$ cat config.mk
export PLATFORM = sky130hd
export DESIGN_NAME = core_load_rebalancer_core
export DESIGN_NICKNAME = d
export VERILOG_FILES = /design/src/rtl/core/crlb_pkg.sv /design/src/rtl/core/crlb_ram.sv /design/src/rtl/core/crlb_age.sv /design/src/rtl/core/crlb_load.sv /design/src/rtl/core/core_load_rebalancer_core.sv
export SDC_FILE = /design/constraint.sdc
export NUM_CORES = 2
export LEC_CHECK = 0
export ABC_AREA = 1
export ABC_CLOCK_PERIOD_IN_PS = 7550
export BUFFER_PORTS_ARGS = -buffer_cell sky130_fd_sc_hd__buf_2
export CAP_MARGIN = 20
export CORE_UTILIZATION = 53
export CTS_BUF_LIST = sky130_fd_sc_hd__clkbuf_16
export CTS_CLUSTER_SIZE = 40
export DETAILED_ROUTE_END_ITERATION = 16
export PLACE_DENSITY_LB_ADDON = 0.3
export SETUP_SLACK_MARGIN = 0.2
export SLEW_MARGIN = 20
export SYNTH_ARGS = -nofsm -noshare
export SYNTH_HDL_FRONTEND = slang
export SYNTH_SLANG_ARGS = --single-unit
$ cat constraint.sdc
create_clock -name clk_i -period 7.55 [get_ports clk_i]
set_clock_uncertainty 0.15 [all_clocks]
set_input_delay 0.3775 -clock clk_i [delete_from_list [all_inputs] [get_ports clk_i]]
set_output_delay 0.3775 -clock clk_i [all_outputs]
set_load 0.01 [all_outputs]
$ cat src/rtl/core/crlb_pkg.sv
package crlb_pkg;

  // Field widths of the item and register words
  localparam int TIME_W     = 32;
  localparam int SLOT_W     = 5;
  localparam int AFF_W      = 12;
  localparam int CORE_W     = 4;
  localparam int STATUS_W   = 3;
  localparam int REMOVED_W  = 24;
  localparam int KIND_W     = 2;
  localparam int CFG_IDX_W  = 3;
  localparam int CFG_DATA_W = 32;
  localparam int MARGIN_W   = 8;

  // Client weight is 10 plus foreground plus priority
  localparam int WEIGHT_W                 = 4;
  localparam logic [WEIGHT_W-1:0] WEIGHT_BASE = 4'd10;
  localparam int WEIGHT_MAX               = 12;

  // Item kinds
  localparam logic [KIND_W-1:0] KIND_REPORT  = 2'd0;
  localparam logic [KIND_W-1:0] KIND_RELEASE = 2'd1;
  localparam logic [KIND_W-1:0] KIND_BALANCE = 2'd2;

  // Register indexes
  localparam logic [CFG_IDX_W-1:0] CFG_CORE_COUNT   = 3'd0;
  localparam logic [CFG_IDX_W-1:0] CFG_BUSY_TIMEOUT = 3'd1;
  localparam logic [CFG_IDX_W-1:0] CFG_DEAD_TIMEOUT = 3'd2;
  localparam logic [CFG_IDX_W-1:0] CFG_AUTO_BALANCE = 3'd3;
  localparam logic [CFG_IDX_W-1:0] CFG_MOVE_FLOOR   = 3'd4;
  localparam logic [CFG_IDX_W-1:0] CFG_MOVE_MARGIN  = 3'd5;

  // Register reset values
  localparam logic [CORE_W-1:0]   CORE_COUNT_RST   = 4'd1;
  localparam logic [TIME_W-1:0]   BUSY_TIMEOUT_RST = 32'd3000;
  localparam logic [TIME_W-1:0]   DEAD_TIMEOUT_RST = 32'd60000;
  localparam logic                AUTO_BALANCE_RST = 1'b1;
  localparam logic [MARGIN_W-1:0] MOVE_FLOOR_RST   = 8'd20;
  localparam logic [MARGIN_W-1:0] MOVE_MARGIN_RST  = 8'd10;

  // Result status codes
  typedef enum logic [STATUS_W-1:0] {
    ST_MOVE      = 3'd0,
    ST_NO_MOVE   = 3'd1,
    ST_BUSY      = 3'd2,
    ST_UNSETTLED = 3'd3,
    ST_DISABLED  = 3'd4
  } status_e;

  // Sequencer states
  typedef enum logic [3:0] {
    SQ_IDLE,
    SQ_PRIME,
    SQ_DEAD,
    SQ_BUSY,
    SQ_CHECK,
    SQ_SCAN,
    SQ_PICK_PRIME,
    SQ_PICK,
    SQ_DONE
  } state_e;

  typedef struct packed {
    logic [KIND_W-1:0] kind;
    logic [SLOT_W-1:0] slot;
    logic [AFF_W-1:0]  affinity;
    logic              foreground;
    logic              priority_req;
    logic [TIME_W-1:0] time_ms;
  } in_item_t;

  typedef struct packed {
    logic [STATUS_W-1:0]  status;
    logic [SLOT_W-1:0]    client_slot;
    logic [CORE_W-1:0]    target_core;
    logic [REMOVED_W-1:0] removed_slots;
  } out_item_t;

  // One slot table entry
  typedef struct packed {
    logic [AFF_W-1:0]  affinity;
    logic              foreground;
    logic              priority_req;
    logic [TIME_W-1:0] last_report;
  } slot_rec_t;

  // Sequencer commands to the load unit
  typedef struct packed {
    logic clr;
    logic add;
    logic scan_first;
    logic scan_step;
  } load_ctl_t;

endpackage

$ cat src/rtl/core/crlb_ram.sv
module crlb_ram #(
  parameter int WIDTH = 8,
  parameter int DEPTH = 16
) (
  input  logic                     clk_i,
  input  logic                     we_i,
  input  logic [$clog2(DEPTH)-1:0] addr_i,
  input  logic [WIDTH-1:0]         wdata_i,
  output logic [WIDTH-1:0]         rdata_o
);

  logic [WIDTH-1:0] mem_q [DEPTH];
  logic [WIDTH-1:0] rdata_q;

  // Single port, registered read
  always_ff @(posedge clk_i) begin
    if (we_i) begin
      mem_q[addr_i] <= wdata_i;
    end
    rdata_q <= mem_q[addr_i];
  end

  assign rdata_o = rdata_q;

endmodule

$ cat src/rtl/core/crlb_age.sv
module crlb_age (
  input  logic [crlb_pkg::TIME_W-1:0] now_i,
  input  logic [crlb_pkg::TIME_W-1:0] last_i,
  input  logic [crlb_pkg::TIME_W-1:0] limit_i,
  output logic                        older_o
);

  logic [crlb_pkg::TIME_W:0] deadline;

  // 33-bit sum, never wraps
  assign deadline = {1'b0, last_i} + {1'b0, limit_i};
  assign older_o  = {1'b0, now_i} > deadline;

endmodule

$ cat src/rtl/core/crlb_load.sv
module crlb_load #(
  parameter int CORES  = 12,
  parameter int LOAD_W = 9
) (
  input  logic                                       clk_i,
  input  logic                                       rst_ni,
  input  crlb_pkg::load_ctl_t                        ctl_i,
  input  logic [CORES-1:0]                           amask_i,
  input  logic [crlb_pkg::WEIGHT_W-1:0]              weight_i,
  input  logic [$clog2(CORES+1)-1:0]                 ncores_i,
  input  logic [crlb_pkg::MARGIN_W-1:0]              floor_i,
  input  logic [crlb_pkg::MARGIN_W-1:0]              margin_i,
  output logic                                       scan_done_o,
  output logic                                       move_ok_o,
  output logic [((CORES > 1) ? $clog2(CORES) : 1)-1:0] lo_idx_o,
  output logic [((CORES > 1) ? $clog2(CORES) : 1)-1:0] hi_idx_o
);

  localparam int NC_W   = $clog2(CORES + 1);
  localparam int CIDX_W = (CORES > 1) ? $clog2(CORES) : 1;
  localparam int CMP_W  = (LOAD_W > crlb_pkg::MARGIN_W) ? LOAD_W : crlb_pkg::MARGIN_W;

  logic [LOAD_W-1:0] load_q [CORES];
  logic [NC_W-1:0]   idx_q;
  logic [CIDX_W-1:0] lo_q, hi_q;
  logic [LOAD_W-1:0] lo_load_q, hi_load_q;
  logic [LOAD_W-1:0] cur;
  logic [LOAD_W-1:0] spread;

  assign cur         = load_q[idx_q[CIDX_W-1:0]];
  assign scan_done_o = idx_q >= ncores_i;

  // Per-core weight accumulators
  always_ff @(posedge clk_i) begin
    for (int n = 0; n < CORES; n++) begin
      if (ctl_i.clr) begin
        load_q[n] <= '0;
      end else if (ctl_i.add && amask_i[n]) begin
        load_q[n] <= load_q[n] + LOAD_W'(weight_i);
      end
    end
  end

  // Serial min/max walk, one core a cycle, first extreme wins
  always_ff @(posedge clk_i or negedge rst_ni) begin
    if (!rst_ni) begin
      idx_q <= '0;
    end else if (ctl_i.scan_first) begin
      idx_q <= NC_W'(1);
    end else if (ctl_i.scan_step && !scan_done_o) begin
      idx_q <= idx_q + NC_W'(1);
    end
  end

  always_ff @(posedge clk_i) begin
    if (ctl_i.scan_first) begin
      lo_q      <= '0;
      hi_q      <= '0;
      lo_load_q <= load_q[0];
      hi_load_q <= load_q[0];
    end else if (ctl_i.scan_step && !scan_done_o) begin
      if (cur < lo_load_q) begin
        lo_q      <= idx_q[CIDX_W-1:0];
        lo_load_q <= cur;
      end
      if (cur > hi_load_q) begin
        hi_q      <= idx_q[CIDX_W-1:0];
        hi_load_q <= cur;
      end
    end
  end

  // Move threshold on the extremes
  assign spread    = hi_load_q - lo_load_q;
  assign move_ok_o = (CMP_W'(hi_load_q) >= CMP_W'(floor_i)) &&
                     (CMP_W'(spread) > CMP_W'(margin_i));
  assign lo_idx_o  = lo_q;
  assign hi_idx_o  = hi_q;

endmodule

$ cat src/rtl/core/core_load_rebalancer_core.sv
// Client load rebalancer.
// Input channel (in_valid_i / in_stall_o / in_data_i) takes one word per item:
// a report writes a client slot, a release clears it, a balance runs a pass
// over the slot table and returns one result word. Report and release give no
// result. Output channel (out_valid_o / out_stall_i / out_data_o) carries the
// balance result. Registers are written over cfg_valid_i / cfg_ready_o with
// cfg_index_i selecting the register; only write them while the block is idle.
// A report or release leaves the input free for the next word. A balance holds
// the input for its whole pass: the slot table sits in a single-port RAM, and
// the shared time comparator checks each slot twice (dead check, then busy
// check), followed by a min/max walk over the participating cores and a pass
// over the slots to pick the client. A disabled, busy or unsettled balance
// skips walk and pick. The result word shows up at the same edge that frees
// the input.
// The result waits in an output register; while it is stalled the block keeps
// taking items, and a later balance holds in its final step until the output
// register is free.
// Reset clears all slot valid bits and loads the register defaults; the block
// is ready as soon as reset is released.
module core_load_rebalancer_core #(
  parameter int SLOTS = 24,
  parameter int CORES = 12
) (
  input  logic                                clk_i,
  input  logic                                rst_ni,
  input  logic                                in_valid_i,
  output logic                                in_stall_o,
  input  crlb_pkg::in_item_t                  in_data_i,
  output logic                                out_valid_o,
  input  logic                                out_stall_i,
  output crlb_pkg::out_item_t                 out_data_o,
  input  logic                                cfg_valid_i,
  output logic                                cfg_ready_o,
  input  logic [crlb_pkg::CFG_IDX_W-1:0]      cfg_index_i,
  input  logic [crlb_pkg::CFG_DATA_W-1:0]     cfg_data_i
);

  localparam int IW     = $clog2(SLOTS);
  localparam int CNT_W  = $clog2(SLOTS + 1);
  localparam int BITS_W = $clog2(SLOTS * CORES + 1);
  localparam int NC_W   = $clog2(CORES + 1);
  localparam int CIDX_W = (CORES > 1) ? $clog2(CORES) : 1;
  localparam int LOAD_W = $clog2(SLOTS * crlb_pkg::WEIGHT_MAX + 1);
  localparam int REC_W  = $bits(crlb_pkg::slot_rec_t);

  crlb_pkg::state_e state_q, state_d;

  // Config registers
  logic [crlb_pkg::CORE_W-1:0]   core_count_q;
  logic [crlb_pkg::TIME_W-1:0]   busy_tmo_q;
  logic [crlb_pkg::TIME_W-1:0]   dead_tmo_q;
  logic                          auto_q;
  logic [crlb_pkg::MARGIN_W-1:0] floor_q;
  logic [crlb_pkg::MARGIN_W-1:0] margin_q;

  // Balance working state
  logic [SLOTS-1:0]               valid_q, valid_d;
  logic [IW-1:0]                  idx_q, idx_d, nxt_idx;
  logic [crlb_pkg::TIME_W-1:0]    now_q, now_d;
  logic [crlb_pkg::REMOVED_W-1:0] removed_q, removed_d;
  logic                           busy_q, busy_d;
  logic [CNT_W-1:0]               clients_q, clients_d;
  logic [BITS_W-1:0]              bits_q, bits_d;
  logic [IW-1:0]                  pick_q, pick_d;
  logic [crlb_pkg::WEIGHT_W-1:0]  best_q, best_d;
  logic                           found_q, found_d;
  crlb_pkg::status_e              res_q, res_d;
  logic                           out_valid_q, out_valid_d;
  crlb_pkg::out_item_t            out_q, out_d;
  logic                           last;
  logic                           in_range;

  // Slot table RAM
  logic                  ram_we;
  logic [IW-1:0]         ram_addr;
  crlb_pkg::slot_rec_t   ram_wdata;
  logic [REC_W-1:0]      ram_rdata;
  crlb_pkg::slot_rec_t   rec;

  // Shared time compare
  logic [crlb_pkg::TIME_W-1:0] age_limit;
  logic                        older;

  // Per-slot mask decode
  logic [NC_W-1:0]               ncores;
  logic [CORES-1:0]              amask;
  logic [31:0]                   aff_ext;
  logic [NC_W-1:0]               pop;
  logic [CIDX_W-1:0]             top_core;
  logic                          top_any;
  logic [crlb_pkg::WEIGHT_W-1:0] weight;

  // Load unit
  crlb_pkg::load_ctl_t ctl;
  logic                scan_done, move_ok;
  logic [CIDX_W-1:0]   lo_idx, hi_idx;

  crlb_ram #(
    .WIDTH(REC_W),
    .DEPTH(SLOTS)
  ) u_ram (
    .clk_i  (clk_i),
    .we_i   (ram_we),
    .addr_i (ram_addr),
    .wdata_i(ram_wdata),
    .rdata_o(ram_rdata)
  );

  assign rec = crlb_pkg::slot_rec_t'(ram_rdata);

  assign age_limit = (state_q == crlb_pkg::SQ_DEAD) ? dead_tmo_q : busy_tmo_q;

  crlb_age u_age (
    .now_i  (now_q),
    .last_i (rec.last_report),
    .limit_i(age_limit),
    .older_o(older)
  );

  crlb_load #(
    .CORES (CORES),
    .LOAD_W(LOAD_W)
  ) u_load (
    .clk_i      (clk_i),
    .rst_ni     (rst_ni),
    .ctl_i      (ctl),
    .amask_i    (amask),
    .weight_i   (weight),
    .ncores_i   (ncores),
    .floor_i    (floor_q),
    .margin_i   (margin_q),
    .scan_done_o(scan_done),
    .move_ok_o  (move_ok),
    .lo_idx_o   (lo_idx),
    .hi_idx_o   (hi_idx)
  );

  // Participating cores and mask decode of the slot being read
  assign ncores  = (32'(core_count_q) > CORES) ? NC_W'(CORES) : NC_W'(core_count_q);
  assign aff_ext = 32'(rec.affinity);
  assign weight  = crlb_pkg::WEIGHT_BASE + crlb_pkg::WEIGHT_W'(rec.foreground)
                 + crlb_pkg::WEIGHT_W'(rec.priority_req);

  always_comb begin
    amask    = '0;
    pop      = '0;
    top_core = '0;
    for (int n = 0; n < CORES; n++) begin
      amask[n] = (32'(n) < 32'(ncores)) && aff_ext[n];
      pop      = pop + NC_W'(amask[n]);
      if (amask[n]) begin
        top_core = CIDX_W'(n);
      end
    end
  end

  assign top_any = |amask;

  assign last     = idx_q == IW'(SLOTS - 1);
  assign nxt_idx  = last ? '0 : idx_q + IW'(1);
  assign in_range = 32'(in_data_i.slot) < SLOTS;

  assign ram_wdata.affinity     = in_data_i.affinity;
  assign ram_wdata.foreground   = in_data_i.foreground;
  assign ram_wdata.priority_req = in_data_i.priority_req;
  assign ram_wdata.last_report  = in_data_i.time_ms;

  // Sequencer: next state and datapath controls
  always_comb begin
    state_d     = state_q;
    valid_d     = valid_q;
    idx_d       = idx_q;
    now_d       = now_q;
    removed_d   = removed_q;
    busy_d      = busy_q;
    clients_d   = clients_q;
    bits_d      = bits_q;
    pick_d      = pick_q;
    best_d      = best_q;
    found_d     = found_q;
    res_d       = res_q;
    out_valid_d = out_valid_q;
    out_d       = out_q;
    ctl         = '0;
    ram_we      = 1'b0;
    ram_addr    = idx_q;

    // Output word taken
    if (out_valid_q && !out_stall_i) begin
      out_valid_d = 1'b0;
    end

    case (state_q)
      crlb_pkg::SQ_IDLE: begin
        ram_addr = IW'(in_data_i.slot);
        if (in_valid_i) begin
          case (in_data_i.kind)
            crlb_pkg::KIND_REPORT: begin
              if (in_range) begin
                ram_we = 1'b1;
                valid_d[IW'(in_data_i.slot)] = 1'b1;
              end
            end
            crlb_pkg::KIND_RELEASE: begin
              if (in_range) begin
                valid_d[IW'(in_data_i.slot)] = 1'b0;
              end
            end
            crlb_pkg::KIND_BALANCE: begin
              now_d     = in_data_i.time_ms;
              idx_d     = '0;
              removed_d = '0;
              busy_d    = 1'b0;
              clients_d = '0;
              bits_d    = '0;
              ctl.clr   = 1'b1;
              state_d   = crlb_pkg::SQ_PRIME;
            end
            default: ;
          endcase
        end
      end
      crlb_pkg::SQ_PRIME: begin
        state_d = crlb_pkg::SQ_DEAD;
      end
      // Clear a slot silent past the dead timeout
      crlb_pkg::SQ_DEAD: begin
        if (valid_q[idx_q] && older) begin
          valid_d[idx_q] = 1'b0;
          for (int r = 0; r < crlb_pkg::REMOVED_W; r++) begin
            if (32'(idx_q) == r) begin
              removed_d[r] = 1'b1;
            end
          end
        end
        state_d = crlb_pkg::SQ_BUSY;
      end
      // Busy check and load accumulation; prefetch next slot
      crlb_pkg::SQ_BUSY: begin
        ram_addr = nxt_idx;
        if (valid_q[idx_q]) begin
          if (older) begin
            busy_d = 1'b1;
          end
          clients_d = clients_q + CNT_W'(1);
          bits_d    = bits_q + BITS_W'(pop);
          ctl.add   = 1'b1;
        end
        idx_d   = nxt_idx;
        state_d = last ? crlb_pkg::SQ_CHECK : crlb_pkg::SQ_DEAD;
      end
      // Abort checks in priority order
      crlb_pkg::SQ_CHECK: begin
        if (!auto_q) begin
          res_d   = crlb_pkg::ST_DISABLED;
          state_d = crlb_pkg::SQ_DONE;
        end else if (busy_q) begin
          res_d   = crlb_pkg::ST_BUSY;
          state_d = crlb_pkg::SQ_DONE;
        end else if (BITS_W'(clients_q) != bits_q) begin
          res_d   = crlb_pkg::ST_UNSETTLED;
          state_d = crlb_pkg::SQ_DONE;
        end else begin
          ctl.scan_first = 1'b1;
          state_d        = crlb_pkg::SQ_SCAN;
        end
      end
      crlb_pkg::SQ_SCAN: begin
        if (scan_done) begin
          if (move_ok) begin
            state_d = crlb_pkg::SQ_PICK_PRIME;
          end else begin
            res_d   = crlb_pkg::ST_NO_MOVE;
            state_d = crlb_pkg::SQ_DONE;
          end
        end else begin
          ctl.scan_step = 1'b1;
        end
      end
      crlb_pkg::SQ_PICK_PRIME: begin
        found_d = 1'b0;
        state_d = crlb_pkg::SQ_PICK;
      end
      // First lowest-weight client sitting on the busiest core
      crlb_pkg::SQ_PICK: begin
        ram_addr = nxt_idx;
        if (valid_q[idx_q] && top_any && (top_core == hi_idx) &&
            (!found_q || (weight < best_q))) begin
          pick_d  = idx_q;
          best_d  = weight;
          found_d = 1'b1;
        end
        idx_d = nxt_idx;
        if (last) begin
          res_d   = found_d ? crlb_pkg::ST_MOVE : crlb_pkg::ST_NO_MOVE;
          state_d = crlb_pkg::SQ_DONE;
        end
      end
      crlb_pkg::SQ_DONE: begin
        if (!out_valid_q || !out_stall_i) begin
          out_valid_d         = 1'b1;
          out_d.status        = res_q;
          out_d.client_slot   = (res_q == crlb_pkg::ST_MOVE) ?
                                crlb_pkg::SLOT_W'(pick_q) : '0;
          out_d.target_core   = (res_q == crlb_pkg::ST_MOVE) ?
                                crlb_pkg::CORE_W'(lo_idx) : '0;
          out_d.removed_slots = removed_q;
          state_d             = crlb_pkg::SQ_IDLE;
        end
      end
      default: begin
        state_d = crlb_pkg::SQ_IDLE;
      end
    endcase
  end

  // Control registers
  always_ff @(posedge clk_i or negedge rst_ni) begin
    if (!rst_ni) begin
      state_q     <= crlb_pkg::SQ_IDLE;
      valid_q     <= '0;
      out_valid_q <= 1'b0;
    end else begin
      state_q     <= state_d;
      valid_q     <= valid_d;
      out_valid_q <= out_valid_d;
    end
  end

  // Datapath registers
  always_ff @(posedge clk_i) begin
    idx_q     <= idx_d;
    now_q     <= now_d;
    removed_q <= removed_d;
    busy_q    <= busy_d;
    clients_q <= clients_d;
    bits_q    <= bits_d;
    pick_q    <= pick_d;
    best_q    <= best_d;
    found_q   <= found_d;
    res_q     <= res_d;
    out_q     <= out_d;
  end

  // Register file writes
  always_ff @(posedge clk_i or negedge rst_ni) begin
    if (!rst_ni) begin
      core_count_q <= crlb_pkg::CORE_COUNT_RST;
      busy_tmo_q   <= crlb_pkg::BUSY_TIMEOUT_RST;
      dead_tmo_q   <= crlb_pkg::DEAD_TIMEOUT_RST;
      auto_q       <= crlb_pkg::AUTO_BALANCE_RST;
      floor_q      <= crlb_pkg::MOVE_FLOOR_RST;
      margin_q     <= crlb_pkg::MOVE_MARGIN_RST;
    end else if (cfg_valid_i && cfg_ready_o) begin
      case (cfg_index_i)
        crlb_pkg::CFG_CORE_COUNT:   core_count_q <= cfg_data_i[crlb_pkg::CORE_W-1:0];
        crlb_pkg::CFG_BUSY_TIMEOUT: busy_tmo_q   <= cfg_data_i[crlb_pkg::TIME_W-1:0];
        crlb_pkg::CFG_DEAD_TIMEOUT: dead_tmo_q   <= cfg_data_i[crlb_pkg::TIME_W-1:0];
        crlb_pkg::CFG_AUTO_BALANCE: auto_q       <= cfg_data_i[0];
        crlb_pkg::CFG_MOVE_FLOOR:   floor_q      <= cfg_data_i[crlb_pkg::MARGIN_W-1:0];
        crlb_pkg::CFG_MOVE_MARGIN:  margin_q     <= cfg_data_i[crlb_pkg::MARGIN_W-1:0];
        default: ;
      endcase
    end
  end

  assign cfg_ready_o = 1'b1;
  assign in_stall_o  = state_q != crlb_pkg::SQ_IDLE;
  assign out_valid_o = out_valid_q;
  assign out_data_o  = out_q;

endmodule

# Word-level counts from Yosys, hierarchy flattened
# Memory sizes are Yosys's and may differ from the RTL's. A register that Yosys moved wholly into a read port is not among the register bits.
# Cells that the tools add are included.
# totals
regBits,269
n_memories,2
wordCells,470
out_inout_bits,39
inputBits,93
mem_bits_rw,1212
# classes
bitwise_logic,17
n_eq_ne,77
order_cmp,25
muxes,169
add_sub_neg,31
reduce_logical,98
# memory_table
memory,words,width,read_ports,rd_clocked_by_memory_dff,write_ports,line_no,text
u_ram.mem_q,24,46,1,1,1,crlb_ram.sv:12,logic [WIDTH-1:0] mem_q [DEPTH];
u_load.load_q,12,9,13,0,12,crlb_load.sv:23,logic [LOAD_W-1:0] load_q [CORES];
# op_table
op,n
$mux W9,21
$mux W24,7
$pmux W24 S2,3
$reduce_and A5 Y1,27
$add A9 B4 Y9,13
$mux W1,93
$mux W4,21
$ne A2 B1 Y1 const B,26
$and A24 B24 Y24,2
$not A24 Y24,2
$eq A5 B4 Y1 const B,8
$eq A5 B5 Y1 const B,8
$add A4 B1 Y4,9
$pmux W4 S9,1
$add A32 B32 Y33,1
$gt A32 B33 Y1,1
$logic_and A1 B1 Y1,33
$mux W32,1
$pmux W5 S2,3
$or A24 B24 Y24,1
$reduce_and A2 Y1,12
$mux W3,7
$eq A5 B3 Y1 const B,4
$mux W5,4
other kinds (59),109

# Depth between registers and ports, before layout
# logic_depth
word_depth,23
depth_mapped,39
mapped_depth_nobuf,36

# Hierarchy
# A second synthesis with hierarchy kept.
# hier_totals
cells_unflattened,6881
hier_area_um2,69215.1
# by_module_without_submodules
module,area_per_inst_um2,seq_area_each_um2,n_inst,cells_per_inst
crlb_ram,45439.8,34072.7,1,4020
core_load_rebalancer_core,11001.8,6601.3,1,1180
crlb_load,9972.1,4043.9,1,1203
crlb_age,2801.4,0.0,1,478

# Worst setup path before layout
# Ideal clock, no wire load.
# synth_path
path_type,flip-flop to flip-flop
startpoint,register state_q[3]
endpoint,"register removed_q[10] (netlist bit), enable pin"
arrival_time_ps,5149
n_path_buf,3
setup_time_ps,245
synth_period_minus_slack_ps,5543
path_stages_with_launch,32
path_slack_ps,2007
path_cell_list,dfrtp_1 > nor2_2 > inv_1 > nor2_1 > clkbuf_1 > buf_1 > nand2_1 > nand2_1 > ha_1 > fa_1 > nand3_1 > nand3_1 > a21oi_1 > o21ai_1 > a21oi_1 > o21ai_1 > a21boi_0 > o21ai_1 > nand2_1 > nand3b_1 > nand2_1 > ha_1 > nand2_1 > nor4_1 > nand2_1 > nor4_1 > nand2_1 > nand3_1 > nand2_1 > nand3_1 > buf_2 > nor2_1
# synth_via
elab_chain_cells,7
elab_cells_between_ends,12
# synth_rtl
element,line_no,text
from (decl),core_load_rebalancer_core.sv:46,"crlb_pkg::state_e state_q, state_d;"
from (signal assigned),core_load_rebalancer_core.sv:320,state_q <= crlb_pkg::SQ_IDLE;
from (signal assigned),core_load_rebalancer_core.sv:324,state_q <= state_d;
$eq A4 B2 Y1,"core_load_rebalancer_core.sv:111, core_load_rebalancer_core.sv:193",
$mux W32,core_load_rebalancer_core.sv:111,assign age_limit = (state_q == crlb_pkg::SQ_DEAD) ? dead_tmo_q : busy_tmo_q;
$add A32 B32 Y33,crlb_age.sv:11,"assign deadline = {1'b0, last_i} + {1'b0, limit_i};"
$gt A32 B33 Y1,crlb_age.sv:12,"assign older_o = {1'b0, now_i} > deadline;"
$logic_and A1 B1 Y1,core_load_rebalancer_core.sv:228,if (valid_q[idx_q] && older) begin
$ne A2 B1 Y1 (no line),--,
$reduce_and A5 Y1 (no line) (*),--,
to (signal assigned),core_load_rebalancer_core.sv:334,removed_q <= removed_d;
to (decl),core_load_rebalancer_core.sv:60,"logic [crlb_pkg::REMOVED_W-1:0] removed_q, removed_d;"
# Mark *: on every way between the ends. The rest lies on a longest branch, timed or not.
# A chain may end at the register's enable or synchronous reset.

# Worst setup path after layout
# layout_path
startpoint,register state_q[3]
endpoint,"register removed_q[7] (netlist bit), enable pin"
# Same word-level chain as after synthesis.

==> flow_metrics.env <==
export IMPL_cts_buffers=154
export IMPL_netlist_instances=5179
export IMPL_via_per_inst=6.02
export IMPL_status="completed"
export IMPL_grt_max_degree=163
export IMPL_first_pass_iters=9
export IMPL_num_rows=127
export IMPL_drt_iter0_markers=5041
export IMPL_cp_end_kind="flip-flop"
export IMPL_finalHoldViolCount=0
export IMPL_dp_hpwl_mm=101
export IMPL_cts_resized_gates=0
export IMPL_drc=0
export IMPL_synth_warnings=0
export IMPL_critPathLaunchType="flip-flop"
export IMPL_die_area_um2=123000
export IMPL_routedWlPerCell_um=23.9
export IMPL_slowest_delay_ns=0.64
export IMPL_path_class="reg2reg"
export IMPL_finalCriticalPeriod_ns=6.56
export IMPL_synthTopCellsByCount="1354 x edfxtp_1, 923 x nand2_1, 468 x a22oi_1, 338 x inv_1, 312 x nor2_1"
export IMPL_syn2layout_area_growth_pct=12.8
export IMPL_yosysTopAreaCellShare_pct=62.9
export IMPL_coreArea_um2=120000
export IMPL_crit_path_top_delay_cell="nand3_1"
export IMPL_port_buffer_count=130
export IMPL_final_antenna_net_count=0
export IMPL_fin_nets=5671
export IMPL_yosysMostFrequentCell="edfxtp_1"
export IMPL_ys_flop_type="edfxtp_1"
export IMPL_crit_buf_inv=2
export IMPL_numClockSinks=1526
export IMPL_cts_reportedPaths_clkPinSlew_ns=0.06
export IMPL_start_util_pct=53.6
export IMPL_grt_pass1_vias=41420
export IMPL_rsz0062_at_grt="false"
export IMPL_fin_tns_setup_ns=0
export IMPL_regArea_um2=44700
export IMPL_cp_required_ns=7.86
export IMPL_die_h_um=351
export IMPL_synth_seq_cells=1526
export IMPL_fill_cells=9306
export IMPL_tightest_slew_ns=1.15
export IMPL_syn_area_um2=64600
export IMPL_pin_count=132
export IMPL_slew_headroom_pct=23.3
export IMPL_path_common_cell="nand2_1"
export IMPL_ys_seq_area_share_pct=69.2
export IMPL_gp_congestion=0.930
export IMPL_totalWireLength_mm=171
export IMPL_post_cts_buffers=0
export IMPL_synth_edff_count=1354
export IMPL_slew_viol_final=0
export IMPL_synthArstFlopShare_pct=7.73
export IMPL_cp_top_family="simple AND/OR/NAND/NOR gates"
export IMPL_synth_area_leaders="edfxtp_1 63%, a22oi_1 5.4%, nand2_1 5.4%, dfrtp_1 3.8%, ha_1 3.2%"
export IMPL_finalSetupViolCount=0
export IMPL_overflow=0
export IMPL_place_ws_ns=1.10
export IMPL_antenna_found_initial=10
export IMPL_vias=42934
export IMPL_synth_avg_cell_area_um2=12.5
export IMPL_die_w_um=351
export IMPL_syn_num_nets=5458
export IMPL_grt_usage_pct=27.6
export IMPL_cts_root_buf="clkbuf_16"
export IMPL_clk_insertion_delay_late_ns=0.79
export IMPL_grt_pass1_wl_mm=254
export IMPL_setup_slack_ns=0.992
export IMPL_vdd_drop_max_uv=639
export IMPL_max_freq_ghz=0.152
export IMPL_hp_class="in2async"
export IMPL_cts_buffer_depth=3
export IMPL_multi_input_area_um2=17700
export IMPL_synth_top_cell_by_area="edfxtp_1"
export IMPL_p_leak_nw=27.0
export IMPL_drv_cap=0
export IMPL_drive_gt1_share_pct=9.30
export IMPL_arrival_ns=6.87
export IMPL_synthDistinctLibCells=59
export IMPL_fin_crit_sh_pct=86.9
export IMPL_hold_buffers=86
export IMPL_cts_tree="built"
export IMPL_cp_max_fo=72
export IMPL_htree_levels=4
export IMPL_power_density_nw_per_um2=411
kinds of logic after synthesis:
| group | share of synthesized area (%) |
|---|---|
| other | 0.00581 |
| adder cells (fa/ha/maj) | 3.86 |
| buffers and inverters | 3.77 |
| AO/OA/AOI/OAI | 10.8 |
| AND/OR/NAND/NOR | 11.3 |
| XOR/XNOR | 0.949 |
| flip-flops | 69.2 |
power by group:
part / leakage, nW / total, mW / switching (mW) / internal (mW)
logic: 10.3 / 12.3 / 8.65 / 3.68
registers: 14.1 / 10.3 / 0.441 / 9.90
clock network: 2.52 / 7.29 / 3.21 / 4.08
total: 27.0 / 30.0 / 12.3 / 17.6
layout by cell type (no fill, tap or decap), types with 22 or more instances in the layout:
| cell type | n |
|---|---|
| a22oi_1 | 468 |
| xor2_1 | 45 |
| a21oi_1 | 299 |
| inv_1 | 377 |
| nor2_1 | 287 |
| buf_2 | 129 |
| nand3_1 | 171 |
| dfrtp_1 | 98 |
| dfxtp_1 | 54 |
| clkinv_1 | 31 |
| nand2_1 | 922 |
| clkinv_2 | 23 |
| clkbuf_16 | 156 |
| nand4_1 | 123 |
| dlygate4sd3_1 | 85 |
| nor2_4 | 28 |
| edfxtp_1 | 1354 |
| nor3_1 | 72 |
| fa_1 | 22 |
| buf_4 | 55 |
| ha_1 | 164 |
| xnor2_1 | 25 |
| o21ai_0 | 234 |
| nor3b_1 | 24 |
metrics by stage:
step | area [µm²] | instances | power [mW] | utilization [%] | hold WS, ns
2_1_floorplan | 64600 | 5179 | 18.6 | - | -0.0681
3_3_place_gp | 67100 | 6760 | 22.4 | 55.7 | 0.251
3_5_place_dp | 67100 | 6761 | 22.6 | 55.7 | 0.255
4_1_cts | 72800 | 7127 | 29.9 | 60.4 | 0.0133
5_1_grt | 72800 | 7130 | 31.5 | 60.5 | 0.0563
6_report | 72900 | 7136 | 30.0 | 60.5 | 0.0802
sequential cells by signal, indices dropped and copies added, names as in the netlist, 3 cells and up, named ones only:
name              flops
best_q                3
bits_q                9
busy_tmo_q           32
clients_q             5
core_count_q          4
dead_tmo_q           32
floor_q               8
idx_q                 5
margin_q              8
now_q                32
out_data_o           36
pick_q                5
removed_q            24
res_q                 3
state_q               4
u_load.hi_idx_o       4
u_load.hi_load_q      9
u_load.idx_q          4
u_load.lo_idx_o       4
u_load.lo_load_q      9
u_load.load_q       108
u_ram.mem_q        1104
u_ram.rdata_o        46
per-layer routing:
| metal | vias up | part of all wire [%] | wire, µm | global-route usage (%) |
|---|---|---|---|---|
| met5 | - | 0.0076 | 13 | 0 |
| li1 | 19423 | - | - | - |
| met2 | 2174 | 47 | 80500 | 43.7 |
| met1 | 21021 | 41 | 69300 | 38.3 |
| met3 | 314 | 9.3 | 15900 | 5.15 |
| met4 | 2 | 2.9 | 4870 | 9.62 |
worst paths after layout:
kind / from / end / slack (ns) / cells past startpoint
worst max-delay path: state_q[3] / removed_q[7] / 0.99 / 32
worst min-delay path: rst_ni / auto_q / 0.08 / 2
worst max register to register: state_q[3] / removed_q[7] / 0.99 / 32
worst min register to register: removed_q[5] / out_data_o[5] / 0.27 / 0
max in group asynchronous: rst_ni / dead_tmo_q[1] / 6.41 / 3
min in group clk_i: in_valid_i / flip-flop / 0.08 / 5
layout make-up:
class	instances	area share, %
diodes	8	0.0275
repair buffers	288	3.15
well taps	1612	2.77
inverters	353	1.84
clock inverters	124	1.21
clock buffers	156	5.36
flip-flops and latches	1526	61.4
multi-input cells	3069	24.3
(Power assumes the default switching activity.)
